File: src/rtl/dlmt_pkg.sv
// shared types and constants of the dfa longest match tokenizer
package dlmt_pkg;

    localparam int DFA_STATES      = 256;
    localparam int SLOTS_PER_STATE = 16;
    localparam int BUF_DEPTH       = 32;
    localparam int STATE_W = $clog2(DFA_STATES);
    localparam int SLOT_W  = $clog2(SLOTS_PER_STATE);
    localparam int TBL_W   = STATE_W + SLOT_W;
    localparam int PTR_W   = $clog2(BUF_DEPTH);
    localparam int CNT_W   = PTR_W + 1;
    localparam logic [30:0] FLUSH_TOKEN = 31'h7fffffff;

    localparam logic [1:0] CMD_TRANS = 2'd0;
    localparam logic [1:0] CMD_INFO  = 2'd1;
    localparam logic [1:0] CMD_FEED  = 2'd2;

    localparam logic [1:0] EV_ACCEPT   = 2'd0;
    localparam logic [1:0] EV_REJECT   = 2'd1;
    localparam logic [1:0] EV_OVERFLOW = 2'd2;

    typedef struct packed {
        logic [1:0]  cmd;
        logic [7:0]  state_index;
        logic [3:0]  slot_index;
        logic [30:0] range_first;
        logic [31:0] range_end;
        logic [7:0]  target_state;
        logic [4:0]  transition_count;
        logic [7:0]  accept_tag;
        logic [30:0] token;
    } t_in_word;

    typedef struct packed {
        logic [1:0] event_kind;
        logic [5:0] match_length;
        logic [7:0] match_tag;
        logic [7:0] match_state;
        logic       last;
    } t_out_word;

    typedef enum logic [3:0] {
        OP_NONE, OP_LOAD, OP_SCAN_RD, OP_LK_INIT, OP_BS_RD, OP_BS_STEP,
        OP_INFO_RD, OP_TRANS, OP_RESOLVE, OP_FINISH
    } t_dp_op;

    typedef struct packed {
        logic        in_cmd_feed;
        logic        in_flush;
        logic        buf_full;
        logic        buf_empty;
        logic        off_lt_count;
        logic        cnt_zero;
        logic        hi_ge_lo;
        logic        hit;
        logic        pend_valid;
        logic        emit_ok;
        logic        out_free;
        logic [CNT_W-1:0] count;
    } t_dp_status;

endpackage

File: src/rtl/dlmt_ctrl.sv
// sequencing state machine of the tokenizer
module dlmt_ctrl (
    input  logic                i_clk,
    input  logic                i_rst_n,
    input  logic                i_in_valid,
    input  dlmt_pkg::t_dp_status i_status,
    output logic                o_in_ready,
    output dlmt_pkg::t_dp_op    o_op
);
    import dlmt_pkg::*;

    typedef enum logic [3:0] {
        S_IDLE, S_SCAN, S_LK, S_BSR, S_BSC, S_INFO, S_TRANS, S_RESOLVE, S_FINISH
    } t_state;

    t_state r_state, n_state;

    assign o_in_ready = (r_state == S_IDLE);

    always_comb begin
        n_state = r_state;
        o_op    = OP_NONE;
        case (r_state)
            S_IDLE: begin
                if (i_in_valid) begin
                    o_op = OP_LOAD;
                    if (i_status.in_cmd_feed) begin
                        if (i_status.in_flush) begin
                            n_state = i_status.buf_empty ? S_SCAN : S_RESOLVE;
                        end else if (i_status.buf_full) begin
                            n_state = S_FINISH;
                        end else begin
                            n_state = S_SCAN;
                        end
                    end
                end
            end
            S_SCAN: begin
                if (i_status.off_lt_count) begin
                    o_op    = OP_SCAN_RD;
                    n_state = S_LK;
                end else begin
                    n_state = S_FINISH;
                end
            end
            S_LK: begin
                o_op    = OP_LK_INIT;
                n_state = i_status.cnt_zero ? S_RESOLVE : S_BSR;
            end
            S_BSR: begin
                if (i_status.hi_ge_lo) begin
                    o_op    = OP_BS_RD;
                    n_state = S_BSC;
                end else begin
                    n_state = S_RESOLVE;
                end
            end
            S_BSC: begin
                o_op    = OP_BS_STEP;
                n_state = i_status.hit ? S_INFO : S_BSR;
            end
            S_INFO: begin
                o_op    = OP_INFO_RD;
                n_state = S_TRANS;
            end
            S_TRANS: begin
                if (i_status.emit_ok) begin
                    o_op    = OP_TRANS;
                    n_state = S_SCAN;
                end
            end
            S_RESOLVE: begin
                if (i_status.emit_ok) begin
                    o_op    = OP_RESOLVE;
                    n_state = S_SCAN;
                end
            end
            S_FINISH: begin
                if (!i_status.pend_valid) begin
                    n_state = S_IDLE;
                end else if (i_status.out_free) begin
                    o_op    = OP_FINISH;
                    n_state = S_IDLE;
                end
            end
            default: n_state = S_IDLE;
        endcase
    end

    always_ff @(posedge i_clk) begin
        if (!i_rst_n) begin
            r_state <= S_IDLE;
        end else begin
            r_state <= n_state;
        end
    end

endmodule

File: config.mk
export PLATFORM = sky130hd
export DESIGN_NAME = dlmt_ctrl
export DESIGN_NICKNAME = d
export VERILOG_FILES = /design/src/rtl/dlmt_pkg.sv /design/src/rtl/dlmt_ctrl.sv
export SDC_FILE = /design/constraint.sdc
export NUM_CORES = 1
export LEC_CHECK = 0
export BUFFER_PORTS_ARGS = -buffer_cell sky130_fd_sc_hd__buf_2
export CAP_MARGIN = 20
export CORE_AREA = 5 5 42 44
export DETAILED_ROUTE_END_ITERATION = 8
export DIE_AREA = 0 0 47 49
export PLACE_DENSITY = 0.62
export REMOVE_ABC_BUFFERS = 1
export SETUP_SLACK_MARGIN = 0.5
export SLEW_MARGIN = 20
export SYNTH_ARGS = -nofsm -noshare
export SYNTH_HDL_FRONTEND = slang
export SYNTH_SLANG_ARGS = --single-unit
File: constraint.sdc
create_clock -name i_clk -period 1.95 [get_ports i_clk]
set_input_delay 0.2925 -clock i_clk [delete_from_list [all_inputs] [get_ports i_clk]]
set_output_delay 0.2925 -clock i_clk [all_outputs]
set_load 0.1 [all_outputs]
Word-level counts from Yosys, hierarchy flattened
Index checks and enable logic that the tools add are counted.
- equal/unequal tests: 12
- reduce and logical (&&, ||, !) cells: 3
- shifts and indexed selects: 0
- magnitude comparators: 0
- bitwise operators: 0
- muxes and demuxes: 21
- add/subtract/negate cells: 0
- multipliers: 0
- divide/modulo/power cells: 0
- operator list (operator ; number):
    $mux W4 ; 11
    $pmux W4 S9 ; 1
    $pmux W4 S8 ; 1
    $eq A4 B3 Y1 const B ; 4
    $mux W3 ; 5
    $eq A4 B2 Y1 const B ; 2
    $eq A4 B1 Y1 const B ; 1
    $eq A4 B4 Y1 const B ; 1
    $logic_not A4 Y1 ; 1
    $mux W2 ; 2
    $ne A2 B2 Y1 const B ; 2
    $reduce_and A4 Y1 ; 1
    $ne A3 B3 Y1 const B ; 1
    $ne A2 B1 Y1 const B ; 1
    $reduce_or A2 Y1 ; 1
    $mux W1 ; 1
- logic and storage cells: 37
- register bits after elaboration: 4
- memory bits (writable): 0
- bits in read-only memories: 0
- latch bits: 0
- bits of input ports: 20
- memories kept: 0

Longest topological paths before layout
- depth after elaboration: 5
- mapped depth: 5
- depth with buffers taken out: 4

Least setup slack after synthesis
Ideal clock, no wire load.
- kind: reg2out
- start point: reg r_state[0]
- end point: out o_op[0]
- arrival time: 3706 ps
- cell stages (with the launch flop): 3
- path slack: -2048 ps
- cell sequence: dfxtp_1 -> clkbuf_1 -> o41ai_1
- cells in the longest elaborated chain, start to end: 2
- ends and longest elaborated chain (element ; line ; RTL):
    start, declared ; dlmt_ctrl.sv:16 ; t_state r_state, n_state;
    start signal, assigned ; dlmt_ctrl.sv:94 ; r_state <= n_state;
    $eq A4 B4 Y1 (tied with other cells) ; dlmt_ctrl.sv:23 ; case (r_state)
    $pmux W4 S9 * ; dlmt_ctrl.sv:23 ;
    end, declared ; dlmt_ctrl.sv:8 ; output dlmt_pkg::t_dp_op o_op
Mark *: on every way between the ends. The rest lies on a longest branch, timed or not.

Worst setup path in the final report
- start point: reg r_state[1]
- end point: out o_op[0]
The elaborated chain is that of the path after synthesis.

==> results.md <==
- Core Util, Final: 0.564
- Worst reg2reg path depth: 6
- Yosys top cell area share: 0.196
- P&R area growth vs syn: 93.9%
- NetSw: 0.363 mW
- Total CTS buffers: 3
- Max reg flops: 4
- Least-Margin Pin Slew: 0.389 ns
- CP max stage cell: dfxtp_4
- Fin Hold WS: 0.344 ns
- Grt ovf: 0
- Post-synth cell types: 29
- Switching part of the total: 0.474
- RePlAce Congestion: 0.710
- Leak pwr: 0.341 nW
- Crit path launch: r_state[1]
- Root buf cell: clkbuf_4
- Slowest cell delay on critical path: 0.37 ns
- WHS Path Cells: 3
- Final wirelength: 1410 microns
- R2r startpoint: r_state[0]
- Share of cells above drive strength 1: 0.560
- HPWL after detailed placement: 918 microns
- Io pins: 25
- Core area: 1400 sq um
- # nets final: 113
- Hold path endpoint: r_state[2]
- Ys Warns: 0
- Fill count: 129
- Startpoint types: flip-flop
- Vias in the first global route: 500
- Max Slew Vio Count: 0
- CP endpoint kind: primary output
- Largest reg by FF count: r_state
- WP data required: 1.66 ns
- Status: finished clean
- Insertion delay to the later sink of the worst-skew pair: 0.23 ns
- Longest Clk Path Bufs: 2
- H-tree Lvls: 1
- Gr usage total: 0.125
- Tcrit/Tclk final: 0.868
- Largest net degree at the start of global routing: 13
- Int Pwr: 0.403 mW
- Avg WL per Cell: 13.2 microns
- Largest cells by area after synthesis: dfxtp_1, nand2_1, a21oi_1, o21ai_0, o21ai_1
- Sequential Area: 90.1 sq um
- ANT nets after route: 0
- Die height: 49 microns
- Final setup skew: 0.00202 ns
- Critical Path Fanout Max: 5
- Mapped cell area: 408 sq um
- Via-per-instance ratio: 5.40
- Worst hold path class: in -> reg
- First-pass DRT Iterations: 4
- Seq cells post-synth: 4
- Critical path class: reg -> out
- Total number of vias: 578
- Initial Util: 0.291
- Initial DRC count: 6
- Upper clock frequency limit: 591 MHz
- Total power per unit cell area: 969 nW/um^2
- Max-Cap Viols: 0
- Reg2Reg Setup Slack: 0.29 ns
- Worst vdd ir: 0.000610 V
- Die area: 2300 sq um
- CTS tree: done
- Rows: 14
- Worst r2r dst: r_state[1]
- Area of the multi-input gates: 358 sq um
- Largest regs: r_state: 4 flops
- RSZ-0062 raised after global routing: true
- Mean area per synthesized cell: 6.80 sq um
- Crit path cell chain: nor3_4 -> nand4_1 -> o41ai_2 -> buf_4 -> buf_12
- Worst Path Arrival: 1.40 ns
- Post-Syn Instances: 60
- Clock sink count: 4
- Combinational share of power: 0.700
- Final worst path period need: 1.69 ns
- Global-route wire length before repair: 2100 microns
- Ant diodes: 0
- Sequential area share after synthesis: 0.196
- Reg power frac: 0.170
- PortBufs: 18
- Die extent in x: 47 microns
- Max-slew headroom: 0.739
- CTS clock-pin slew for the worst setup and hold paths: 0.04 ns
- # setup viols final: 0
- Antenna violations before repair: 0
- DRC: 0
- Area leader, netlist: dfxtp_1
- Clock power share: 0.131
- Final Hold Viols: 0
- Hold Crit Start: i_rst_n
cell families after synthesis:
group,Yosys count,synth area share
flops,4,0.196
simple gates,29,0.411
mux,1,0.0245
buf+inv,6,0.0614
compound gates,20,0.307
worst max-delay path by stage:
stage                            end  cells after the start
after global routing         o_op[0]                      5
after CTS                    o_op[0]                      5
after floorplan              o_op[0]                      3
after global placement    r_state[2]                      5
after detailed placement     o_op[3]                      3
final                        o_op[0]                      5
cells in the final DEF, fill, tap and decap left out, types with 2 or more instances in the layout:
cell / count
nor3_1: 2
buf_6: 6
nor2_1: 3
buf_2: 14
o21ai_1: 6
a21o_1: 2
a21oi_2: 2
buf_4: 7
clkbuf_4: 3
nand4_1: 2
dfxtp_4: 2
nand2_1: 7
nand3_1: 2
o21ai_0: 2
a21oi_1: 3
buf_12: 5
dfxtp_2: 2
routing by layer:
layer | track usage | part of all wire | vias to the layer above
met4 | 0.0691 | 0.0057 | 0
met1 | 0.136 | 0.37 | 271
met3 | 0.0111 | 0.033 | 2
li1 | - | - | 291
met2 | 0.222 | 0.59 | 14
met5 | 0 | 0 | -
layout make-up:
cell class / count / area share
multi-input combinational: 50 / 0.453
timing repair buffer: 32 / 0.367
sequential: 4 / 0.114
inverter: 2 / 0.0127
clock buffer: 3 / 0.0285
tap: 16 / 0.0253
cell usage after synthesis:
| cell type | number |
|---|---|
| a311oi_1 | 1 |
| or2_2 | 1 |
| clkbuf_1 | 2 |
| mux2i_1 | 1 |
| o21ai_1 | 4 |
| o41ai_1 | 1 |
| nand3_1 | 2 |
| a21o_1 | 2 |
| nand3b_1 | 1 |
| nand4_1 | 2 |
| nor4_1 | 1 |
| or4bb_1 | 1 |
| nand4b_1 | 1 |
| a211oi_2 | 1 |
| dfxtp_1 | 4 |
| nor2_1 | 3 |
| o21ai_0 | 4 |
| o31ai_1 | 1 |
| a21boi_1 | 1 |
| buf_2 | 2 |
| or4b_1 | 2 |
| inv_1 | 2 |
| and2b_1 | 1 |
| nand2b_1 | 1 |
| nand2_1 | 8 |
| a21oi_1 | 5 |
| nor4b_1 | 1 |
| nor3_1 | 3 |
| nor2b_1 | 1 |
what timing repair did:
item | CTS | global route
hold buffers | 0 | 0
gates resized for setup | 24 | 5
buffers inserted | 6 | 4
endpoints found under the setup margin | 7 | 7
gates cloned | 0 | 0
pin swaps | 7 | 4
worst max-delay path: cells and delay by family, from the launching register on:
family,cells,cell delay (ns)
flops,1,0.37
compound gates,1,0.09
buf+inv,2,0.33
simple gates,2,0.38
power by group through the flow:
stage	combinational [mW]	clock, mW	sequential (mW)
floorplan	0.261	0	0.124
global placement	0.399	0	0.120
detailed placement	0.403	0	0.120
CTS	0.484	0.105	0.131
global route	0.564	0.114	0.133
finish	0.536	0.100	0.130
per-stage QoR:
stage	setup WS, ns	instances	TNS [ns]	power [mW]	area (sq um)
6_report	0.258	107	0	0.766	791
4_1_cts	0.265	103	0	0.720	732
2_1_floorplan	-2.02	56	-6.18	0.386	390
5_1_grt	0.162	107	0	0.811	791
3_5_place_dp	0.358	94	0	0.523	591
3_3_place_gp	0.372	94	0	0.519	591
Power figures use the tool's default switching activity.
